[config.mk]
export PLATFORM = sky130hd
export DESIGN_NAME = hall_pulse_angle_rpm_tracker_unit
export DESIGN_NICKNAME = d
export VERILOG_FILES = /design/src/rtl/core/hpart_pkg.sv /design/src/rtl/core/hpart_ram.sv /design/src/rtl/core/hpart_divider.sv /design/src/rtl/core/hall_pulse_angle_rpm_tracker_unit.sv
export SDC_FILE = /design/constraint.sdc
export NUM_CORES = 1
export LEC_CHECK = 0
export BUFFER_PORTS_ARGS = -buffer_cell sky130_fd_sc_hd__buf_2
export CAP_MARGIN = 20
export CORE_MARGIN = 2
export CORE_UTILIZATION = 58
export CTS_BUF_LIST = sky130_fd_sc_hd__clkbuf_8
export DETAILED_ROUTE_END_ITERATION = 6
export PLACE_DENSITY = 0.78
export SKIP_LAST_GASP = 1
export SLEW_MARGIN = 5
export SYNTH_ARGS = -nofsm -noshare
export SYNTH_HDL_FRONTEND = slang
export SYNTH_HIERARCHICAL = 1
export SYNTH_SLANG_ARGS = --single-unit
[constraint.sdc]
create_clock -name clk -period 5.8 [get_ports clk]
set_clock_uncertainty 0.2 [all_clocks]
set_input_delay 0.58 -clock clk [delete_from_list [all_inputs] [get_ports clk]]
set_output_delay 0.58 -clock clk [all_outputs]
set_load 0.01 [all_outputs]
[src/rtl/core/hpart_pkg.sv]
// Shared constants and widths of the hall pulse angle and rpm tracker.
// No dependencies; used by the divider and the top level by scoped names.
package hpart_pkg;

  // Sensor setup.
  localparam int PULSES_PER_TURN = 4;
  localparam int FILTER_DEPTH    = 8;

  // Fixed constants of the measurement.
  localparam int FULL_CIRCLE_DEG = 360;
  localparam int RPM_NUMERATOR   = 60000000;
  localparam int RPM_MAX         = 65535;

  // Field widths.
  localparam int TIME_W  = 32;
  localparam int ANGLE_W = 9;
  localparam int RPM_W   = 16;

  // Angle step per pulse.
  localparam int ANGLE_STEP = FULL_CIRCLE_DEG / PULSES_PER_TURN;

  // floor(floor(N/P)/i) equals floor(N/(P*i)), so the pulse count folds into the numerator.
  localparam int NUM_PER_PULSE = RPM_NUMERATOR / PULSES_PER_TURN;
  localparam int NUM_W         = $clog2(NUM_PER_PULSE + 1);

  // Moving average store.
  localparam int SUM_W  = $clog2(FILTER_DEPTH * RPM_MAX + 1);
  localparam int FILL_W = $clog2(FILTER_DEPTH + 1);
  localparam int POS_W  = (FILTER_DEPTH > 1) ? $clog2(FILTER_DEPTH) : 1;

  // Shared divider sizing.
  localparam int DIV_W     = (NUM_W > SUM_W) ? NUM_W : SUM_W;
  localparam int DIV_CNT_W = $clog2(DIV_W + 1);

endpackage

[src/rtl/core/hpart_ram.sv]
// Generic single-write, single-read RAM with a registered read port.
// No dependencies.
module hpart_ram #(
  parameter int WIDTH = 16,
  parameter int DEPTH = 8
) (
  input  logic                                     clk,
  input  logic                                     we,
  input  logic [((DEPTH > 1) ? $clog2(DEPTH) : 1)-1:0] waddr,
  input  logic [WIDTH-1:0]                         wdata,
  input  logic [((DEPTH > 1) ? $clog2(DEPTH) : 1)-1:0] raddr,
  output logic [WIDTH-1:0]                         rdata
);

  logic [WIDTH-1:0] mem [DEPTH];

  always_ff @(posedge clk) begin
    if (we) begin
      mem[waddr] <= wdata;
    end
    rdata <= mem[raddr];
  end

endmodule

[src/rtl/core/hpart_divider.sv]
// Restoring divider, one quotient bit per cycle, shared by the rpm and average steps.
// Depends on hpart_pkg for operand widths.
module hpart_divider (
  input  logic                        clk,
  input  logic                        rst,
  input  logic                        start,
  input  logic [hpart_pkg::DIV_W-1:0]  dividend,
  input  logic [hpart_pkg::TIME_W-1:0] divisor,
  output logic                        done,
  output logic [hpart_pkg::DIV_W-1:0]  quotient
);

  logic                            busy;
  logic [hpart_pkg::DIV_CNT_W-1:0] cnt;
  logic [hpart_pkg::TIME_W-1:0]    rem;
  logic [hpart_pkg::TIME_W-1:0]    dsr;
  logic [hpart_pkg::TIME_W:0]      shifted;
  logic [hpart_pkg::TIME_W:0]      diff;
  logic                            fits;

  always_comb begin
    shifted = {rem, quotient[hpart_pkg::DIV_W-1]};
    diff    = shifted - {1'b0, dsr};
    fits    = (shifted >= {1'b0, dsr});
  end

  always_ff @(posedge clk) begin
    if (rst) begin
      busy <= 1'b0;
      done <= 1'b0;
      cnt  <= '0;
    end else begin
      done <= 1'b0;
      if (start) begin
        busy     <= 1'b1;
        cnt      <= hpart_pkg::DIV_CNT_W'(hpart_pkg::DIV_W);
        rem      <= '0;
        dsr      <= divisor;
        quotient <= dividend;
      end else if (busy) begin
        // Each step brings down one dividend bit and decides one quotient bit.
        if (fits) begin
          rem <= diff[hpart_pkg::TIME_W-1:0];
        end else begin
          rem <= shifted[hpart_pkg::TIME_W-1:0];
        end
        quotient <= {quotient[hpart_pkg::DIV_W-2:0], fits};
        cnt      <= cnt - 1'b1;
        if (cnt == hpart_pkg::DIV_CNT_W'(1)) begin
          busy <= 1'b0;
          done <= 1'b1;
        end
      end
    end
  end

endmodule

[src/rtl/core/hall_pulse_angle_rpm_tracker_unit.sv]
// Hall pulse angle and rpm tracker: top level with the sequencer and filter state.
// A rising edge request is taken and dropped; the first falling edge goes straight to
// S_DONE; later falling edges pass through the 24-step divider twice (rpm, then average),
// or only once for the average when the interval is zero.
// One request at a time; a new request is taken while a finished result still waits in the
// output register. Reset clears angle, stamps, flag, sum, fill, position.
module hall_pulse_angle_rpm_tracker_unit (
  input  logic                         clk,
  input  logic                         rst,
  // Edge request channel.
  input  logic                         edge_valid,
  output logic                         edge_ready,
  input  logic                         falling_edge,
  input  logic [hpart_pkg::TIME_W-1:0]  edge_time_us,
  input  logic                         zero_sensor_level,
  // Result channel.
  output logic                         result_valid,
  input  logic                         result_ready,
  output logic [hpart_pkg::ANGLE_W-1:0] angle_base_deg,
  output logic [hpart_pkg::TIME_W-1:0]  angle_stamp_us,
  output logic                         rpm_valid,
  output logic [hpart_pkg::RPM_W-1:0]   rpm_average
);

  typedef enum logic [2:0] {
    S_IDLE,
    S_RPM_DIV,
    S_PUSH,
    S_AVG_DIV,
    S_DONE
  } state_t;

  state_t state;

  // Tracker state.
  logic [hpart_pkg::ANGLE_W-1:0] angle_reg;
  logic [hpart_pkg::TIME_W-1:0]  angle_time_reg;
  logic [hpart_pkg::TIME_W-1:0]  last_pulse_stamp;
  logic                          primed_flag;
  logic [hpart_pkg::SUM_W-1:0]   history_sum;
  logic [hpart_pkg::FILL_W-1:0]  history_fill;
  logic [hpart_pkg::POS_W-1:0]   history_write_pos;

  // Working values of the request in flight.
  logic [hpart_pkg::RPM_W-1:0]   rpm_sample;
  logic                          rpm_flag;
  logic [hpart_pkg::RPM_W-1:0]   avg_value;

  // Combinational next values.
  logic                          accept;
  logic [hpart_pkg::TIME_W-1:0]  interval;
  logic [hpart_pkg::ANGLE_W:0]   angle_sum;
  logic [hpart_pkg::ANGLE_W-1:0] angle_next;
  logic                          filter_full;
  logic [hpart_pkg::SUM_W-1:0]   history_sum_next;
  logic [hpart_pkg::FILL_W-1:0]  history_fill_next;
  logic [hpart_pkg::POS_W-1:0]   history_write_pos_next;
  logic [hpart_pkg::RPM_W-1:0]   oldest_sample;
  logic                          out_free;

  // Divider hookup.
  logic                          div_start;
  logic [hpart_pkg::DIV_W-1:0]   div_dividend;
  logic [hpart_pkg::TIME_W-1:0]  div_divisor;
  logic                          div_done;
  logic [hpart_pkg::DIV_W-1:0]   div_quotient;

  assign edge_ready = (state == S_IDLE);
  assign accept     = edge_valid && edge_ready;
  assign out_free   = !result_valid || result_ready;

  always_comb begin
    interval = edge_time_us - last_pulse_stamp;

    // The angle stays below 360, so one conditional subtract wraps it.
    angle_sum = {1'b0, angle_reg} + (hpart_pkg::ANGLE_W + 1)'(hpart_pkg::ANGLE_STEP);
    if (!zero_sensor_level) begin
      angle_next = '0;
    end else if (angle_sum >= (hpart_pkg::ANGLE_W + 1)'(hpart_pkg::FULL_CIRCLE_DEG)) begin
      angle_next = hpart_pkg::ANGLE_W'(angle_sum
                   - (hpart_pkg::ANGLE_W + 1)'(hpart_pkg::FULL_CIRCLE_DEG));
    end else begin
      angle_next = angle_sum[hpart_pkg::ANGLE_W-1:0];
    end

    // Once the filter is full the oldest sample leaves the sum.
    filter_full = (history_fill == hpart_pkg::FILL_W'(hpart_pkg::FILTER_DEPTH));
    if (filter_full) begin
      history_sum_next  = history_sum - hpart_pkg::SUM_W'(oldest_sample)
                          + hpart_pkg::SUM_W'(rpm_sample);
      history_fill_next = history_fill;
    end else begin
      history_sum_next  = history_sum + hpart_pkg::SUM_W'(rpm_sample);
      history_fill_next = history_fill + 1'b1;
    end
    if (history_write_pos == hpart_pkg::POS_W'(hpart_pkg::FILTER_DEPTH - 1)) begin
      history_write_pos_next = '0;
    end else begin
      history_write_pos_next = history_write_pos + 1'b1;
    end

    // The divider forms the rpm (unless the interval is zero), then the average of the stored samples.
    div_start    = 1'b0;
    div_dividend = hpart_pkg::DIV_W'(hpart_pkg::NUM_PER_PULSE);
    div_divisor  = interval;
    case (state)
      S_IDLE: begin
        div_start = accept && falling_edge && primed_flag && (interval != '0);
      end
      S_PUSH: begin
        div_start    = 1'b1;
        div_dividend = hpart_pkg::DIV_W'(history_sum_next);
        div_divisor  = hpart_pkg::TIME_W'(history_fill_next);
      end
      default: begin
        div_start = 1'b0;
      end
    endcase
  end

  hpart_divider u_divider (
    .clk      (clk),
    .rst      (rst),
    .start    (div_start),
    .dividend (div_dividend),
    .divisor  (div_divisor),
    .done     (div_done),
    .quotient (div_quotient)
  );

  // The read address follows the write position, so the oldest sample is ready by S_PUSH.
  hpart_ram #(
    .WIDTH (hpart_pkg::RPM_W),
    .DEPTH (hpart_pkg::FILTER_DEPTH)
  ) u_history (
    .clk   (clk),
    .we    (state == S_PUSH),
    .waddr (history_write_pos),
    .wdata (rpm_sample),
    .raddr (history_write_pos),
    .rdata (oldest_sample)
  );

  always_ff @(posedge clk) begin
    if (rst) begin
      state             <= S_IDLE;
      angle_reg         <= '0;
      angle_time_reg    <= '0;
      last_pulse_stamp  <= '0;
      primed_flag       <= 1'b0;
      history_sum       <= '0;
      history_fill      <= '0;
      history_write_pos <= '0;
      result_valid      <= 1'b0;
    end else begin
      // In S_DONE the output register is reloaded below instead.
      if (result_valid && result_ready && (state != S_DONE)) begin
        result_valid <= 1'b0;
      end

      case (state)
        S_IDLE: begin
          // Rising edges are taken and dropped without a result.
          if (accept && falling_edge) begin
            angle_reg        <= angle_next;
            angle_time_reg   <= edge_time_us;
            last_pulse_stamp <= edge_time_us;
            primed_flag      <= 1'b1;
            rpm_flag         <= primed_flag;
            avg_value        <= '0;
            if (!primed_flag) begin
              state <= S_DONE;
            end else if (interval == '0) begin
              rpm_sample <= hpart_pkg::RPM_W'(hpart_pkg::RPM_MAX);
              state      <= S_PUSH;
            end else begin
              state <= S_RPM_DIV;
            end
          end
        end
        S_RPM_DIV: begin
          if (div_done) begin
            if (div_quotient > hpart_pkg::DIV_W'(hpart_pkg::RPM_MAX)) begin
              rpm_sample <= hpart_pkg::RPM_W'(hpart_pkg::RPM_MAX);
            end else begin
              rpm_sample <= div_quotient[hpart_pkg::RPM_W-1:0];
            end
            state <= S_PUSH;
          end
        end
        S_PUSH: begin
          history_sum       <= history_sum_next;
          history_fill      <= history_fill_next;
          history_write_pos <= history_write_pos_next;
          state             <= S_AVG_DIV;
        end
        S_AVG_DIV: begin
          if (div_done) begin
            avg_value <= div_quotient[hpart_pkg::RPM_W-1:0];
            state     <= S_DONE;
          end
        end
        S_DONE: begin
          // Hand the result to the output register once it is free.
          if (out_free) begin
            result_valid   <= 1'b1;
            angle_base_deg <= angle_reg;
            angle_stamp_us <= angle_time_reg;
            rpm_valid      <= rpm_flag;
            rpm_average    <= avg_value;
            state          <= S_IDLE;
          end
        end
        default: begin
          state <= S_IDLE;
        end
      endcase
    end
  end

endmodule
* Word level (Yosys, flattened, before mapping) *
Memory sizes are Yosys's and may differ from the RTL's. A register that Yosys moved wholly into a read port is not among the register bits.
Index checks and enable logic that the tools add are counted.

storage, ports and cells
  bits in registers = 258
  memory bits (writable) = 128
  bits of input ports = 38
  word-level logic and storage cells = 116
  memories kept = 1

memory list
  memory         depth  width  rd ports  clocked after memory_dff  wr ports  RTL line         text
  u_history.mem  8      16     1         1                         1         hpart_ram.sv:15  logic [WIDTH-1:0] mem [DEPTH];

cells by class
  add/sub/neg operators = 10
  $lt $le $gt $ge = 3
  equality and inequality tests = 14
  mux-type cells = 39
  bitwise gates (word level) = 2
  reductions and logical operators = 24

operators by type and width
  cell                    count
  $mux W16                7
  $mux W24                3
  $mux W32                2
  $pmux W16 S2            2
  $sub A32 B32 Y32        2
  $add A19 B16 Y19        2
  $ge A33 B32 Y1          1
  $logic_not A32 Y1       1
  $reduce_bool A32 Y1     1
  $gt A24 B16 Y1 const B  1
  $mux W19                1
  $sub A19 B16 Y19        1
  $mux W3                 6
  $mux W9                 2
  $pmux W3 S5             1
  $add A9 B7 Y10 const B  1
  $ge A10 B9 Y1 const B   1
  $mux W5                 2
  $ne A2 B1 Y1 const B    5
  $mux W1                 9
  $sub A9 B9 Y9 const B   1
  $mux W4                 2
  $reduce_and A4 Y1       2
  $eq A3 B2 Y1 const B    2
  22 further kinds        34

* Longest topological paths before layout *
  depth after elaboration = 8
  gate-level depth with buffers = 18
  depth with buffers taken out = 16

* Cells and area by module *
The synthesis kept the hierarchy.

by module, submodules not included
  module                             times used  cells an instance  area an instance (um^2)
  hall_pulse_angle_rpm_tracker_unit  1           1202               10486.3
  hpart_divider                      1           482                5517.8
  hpart_ram                          1           214                5293.8

* Worst setup path after synthesis *
No wires, ideal clock.

  path kind = input -> register
  start = input port edge_time_us[13] (netlist bit)
  end = register u_divider/quotient[0] (netlist bit) (enable)
  library setup time = 0.470 ns
  arrival = 5.747 ns
  data required time = 5.130 ns
  setup slack = -0.617 ns
  stages = 14
  path buffers = 2
  path through = ha_1 > and4_4 > nand4_1 > or2_2 > o211a_1 > o21a_1 > o311ai_0 > nand4b_1 > or4_1 > a31o_1 > clkbuf_1 > clkbuf_1 > nor2_1 > nor2_1

between the ends
  cells in the longest elaborated chain, start to end = 6

RTL lines
  item                                 RTL line                                  text
  start: declaration                   hall_pulse_angle_rpm_tracker_unit.sv:14   input logic [hpart_pkg::TIME_W-1:0] edge_time_us,
  $sub A32 B32 Y32                     hall_pulse_angle_rpm_tracker_unit.sv:73   interval = edge_time_us - last_pulse_stamp;
  $reduce_bool A32 Y1                  hall_pulse_angle_rpm_tracker_unit.sv:108  div_start = accept && falling_edge && primed_flag && (interval != '0);
  $logic_and A1 B1 Y1                  hall_pulse_angle_rpm_tracker_unit.sv:108
  $pmux W1 S2                          hall_pulse_angle_rpm_tracker_unit.sv:106  case (state)
  net div_start                        hall_pulse_angle_rpm_tracker_unit.sv:62   logic div_start;
  $reduce_bool A2 Y1 (no source line)  --
  $reduce_and A2 Y1 (no source line)   --
  end signal: assignment               hpart_divider.sv:39                       quotient <= dividend;
  end signal: assignment               hpart_divider.sv:47                       quotient <= {quotient[hpart_pkg::DIV_W-2:0], fits};
  end: declaration                     hpart_divider.sv:10                       output logic [hpart_pkg::DIV_W-1:0] quotient

The timed path passes the listed nets, and every way through them passes these cells.
A chain may end at the register's enable or synchronous reset.

* Final worst setup path *
  start = input port edge_time_us[0] (netlist bit)
  end = register u_divider/rem[19] (netlist bit), data pin

between the ends
  cells in the longest elaborated chain, start to end = 4

RTL lines
  item                    RTL line                                  text
  $sub A32 B32 Y32        hall_pulse_angle_rpm_tracker_unit.sv:73
  $reduce_bool A32 Y1     hall_pulse_angle_rpm_tracker_unit.sv:108
  $logic_and A1 B1 Y1     hall_pulse_angle_rpm_tracker_unit.sv:108
  $pmux W1 S2             hall_pulse_angle_rpm_tracker_unit.sv:106
  net div_start           hall_pulse_angle_rpm_tracker_unit.sv:62
  end signal: assignment  hpart_divider.sv:43                       rem <= diff[hpart_pkg::TIME_W-1:0];
  end signal: assignment  hpart_divider.sv:45                       rem <= shifted[hpart_pkg::TIME_W-1:0];
  end: declaration        hpart_divider.sv:15                       logic [hpart_pkg::TIME_W-1:0] rem;

The timed path passes the listed nets, and every way through them passes these cells.

==> results.sh <==
export IMPL_synth_main_ff_cell="edfxtp_1"
export IMPL_syn_area_mm2=0.0213
export IMPL_post_cts_buffers=0
export IMPL_clock_sinks=400
export IMPL_synth_edf_count=306
export IMPL_ff_latch_area_mm2=0.0111
export IMPL_grt_pass1_wl_mm=76.3
export IMPL_crit_fanout=54
export IMPL_net_switching_power_mw=1.63
export IMPL_p_comb_share_pct=11.3
export IMPL_cts_tree="built"
export IMPL_grt_total_usage_pct=25.0
export IMPL_globalplace_congestion=0.894
export IMPL_finalMaxSlewViolations=0
export IMPL_core_rowCount=70
export IMPL_drt_first_pass_iters=5
export IMPL_fmax_ghz=0.183
export IMPL_slew_headroom_pct=27.9
export IMPL_regMostFlops="u_history/mem"
export IMPL_area_delta_synth_final_pct=11.7
export IMPL_tns_ps=0
export IMPL_period_minus_slack_ps=5470
export IMPL_power_mw=6.24
export IMPL_worstMarginPinSlew_ps=1080
export IMPL_worstHoldPathCells=3
export IMPL_htree_num_levels=3
export IMPL_final_cell_mix="edfxtp_1 (306), inv_1 (175), nand2_1 (168)"
export IMPL_chipWidth_um=196
export IMPL_async_flop_share_pct=0
export IMPL_cts_made_buffers=66
export IMPL_period_share_pct=94.2
export IMPL_worst_setup_path_end_kind="register"
export IMPL_cts_path_max_buffers=3
export IMPL_layout_nets=2207
export IMPL_multi_input_area_mm2=0.00937
export IMPL_hold_violations=0
export IMPL_start_kind="primary input"
export IMPL_mostFrequentLayoutCell="edfxtp_1"
export IMPL_rr_worst_depth=17
export IMPL_seqPwrFrac_pct=50.9
export IMPL_status="complete, no violations"
export IMPL_layout_setup_ws_ps=334
export IMPL_ys_types=88
export IMPL_rsz0062_at_grt="false"
export IMPL_die_h_um=196
export IMPL_first_iter_violations=1138
export IMPL_cp_arrival_ps=5710
export IMPL_hold_class="primary input to register"
export IMPL_design_area_mm2=0.0238
export IMPL_worstSkewPairLatency_ps=630
export IMPL_ant_nets=0
export IMPL_crit_required_ps=6040
export IMPL_antennaDiodeCount=0
export IMPL_vdd_drop_max_v=0.000186
export IMPL_cts_root_buffer="clkbuf_8"
export IMPL_crit_type="primary input to register"
export IMPL_coreArea_mm2=0.0363
export IMPL_r2r_start="last_pulse_stamp[8]"
export IMPL_wl_per_cell_um=18.5
export IMPL_largest_reg_flops=128
export IMPL_setup_viol=0
export IMPL_overflow=0
export IMPL_cts_resized=0
export IMPL_dieArea_mm2=0.0383
export IMPL_post_dp_cell_area_mm2=0.0223
export IMPL_rrSetupSlack_ps=550
export IMPL_route_detailed_drc=0
export IMPL_grt_max_degree=65
export IMPL_dp_final_hpwl_mm=32.5
export IMPL_netlist_instances=1898
export IMPL_grt_pass1_vias=14888
export IMPL_start_util_pct=58.6
export IMPL_holdCritStartpoint="edge_time_us[25]"
export IMPL_layout_drive_gt1_share_pct=14.7
export IMPL_final_util_pct=65.5
export IMPL_antenna_found_initial=0
export IMPL_fill_cells=2687
export IMPL_clkPwrFrac_pct=37.8
export IMPL_vias_per_cell=5.90
export IMPL_power_leakage_nw=9.68
export IMPL_internal_power_mw=4.61
export IMPL_totalWireLength_mm=47.4
export IMPL_switching_share_pct=26.2
export IMPL_synth_area_per_cell_um2=11.2
export IMPL_preCtsSetupSlack_ps=273
export IMPL_holdPathEnd="last_pulse_stamp[25]"
export IMPL_power_per_cell_area_mw_per_mm2=262
export IMPL_ys_ff_latch=400
export IMPL_io_pins=98
export IMPL_ys_seq_area_share_pct=52.0
export IMPL_cap_viol_max_count=0
export IMPL_via_count=15123
export IMPL_reg2reg_to="u_divider/rem[19]"
export IMPL_portBuffers=96
export IMPL_path_clk_slew_ps=60
export IMPL_synth_warnings=6
metal layers:
metal  GRT usage [%]  wire, um
met5               0         0
met2            39.4     21400
met4            6.76       841
met3            5.46      3610
met1            35.4     21600
power groups by stage:
stage / registers (mW) / clock network (mW) / logic, mW
after floorplan: 3.23 / 0 / 0.499
after global placement: 3.23 / 0 / 0.659
after detailed placement: 3.24 / 0 / 0.675
after CTS: 3.18 / 2.41 / 0.689
after global routing: 3.18 / 2.53 / 0.777
final: 3.18 / 2.36 / 0.703
area by class of cell:
cell class	instances	share of cell area, %
Sequential cell	400	46.5
Timing Repair Buffer	144	3.86
Multi-Input combinational cell	1276	39.4
Tap cell	468	2.46
Clock inverter	48	1.04
Clock buffer	74	4.28
Inverter	155	2.44
worst max path at each step:
stage	from	endpoint
6_report	edge_time_us[0]	u_divider/rem[19]
5_1_grt	edge_time_us[0]	u_divider/rem[26]
4_1_cts	edge_time_us[0]	u_divider/dsr[20]
3_5_place_dp	edge_time_us[0]	u_divider/dsr[10]
3_3_place_gp	edge_time_us[0]	u_divider/dsr[8]
2_1_floorplan	rst	angle_base_deg[1]
cell usage after synthesis, types with 34 or more instances:
library cell	n	area share, %
ha_1	107	6.3
a21o_1	34	1.2
dfxtp_1	94	8.8
a21oi_1	153	3.6
mux2_2	40	2.1
edfxtp_1	306	43
nand2_1	168	3.0
inv_1	155	2.7
nor2_1	148	2.6
o21ai_0	59	1.4
xor2_1	37	1.5
nor3_1	44	1.0
clkbuf_1	51	0.90
xnor2_1	62	2.5
worst max-delay path, stage by stage:
cell and delay, ps:
dlygate4sd3_1 520, buf_2 120, inv_1 50, ha_1 220, fa_1 410, nor2b_1 180, o21a_1 150, o21a_1 180
nor2_1 60, or4_1 510, nor3b_1 210, nand4_1 130, or4_1 520, or4_1 560, a31o_2 280, buf_4 320
inv_1 190, buf_4 210, nand2_1 120, o21ai_0 190
through the flow:
step / hold slack (ps) / std cells
after global routing: 19.6 / 2565
after global placement: 203 / 2420
final: 24.7 / 2565
after CTS: 3.10 / 2563
after floorplan: 200 / 1900
after detailed placement: 205 / 2420
logic make-up after synthesis:
group,share of synthesized area [%]
AO/OA/AOI/OAI,12.8
flip-flops,52.0
XOR/XNOR,4.07
buffers and inverters,4.21
multiplexers,7.12
adder cells (fa/ha/maj),8.07
AND/OR/NAND/NOR,11.8
other,0.0176
timing repair:
action / in CTS / in global routing
endpoints found under the setup margin: 0 / 0
hold buffers: 21 / 0
endpoints found under the hold margin: 21 / 0
No activity file was read; power rests on OpenSTA's default activity.
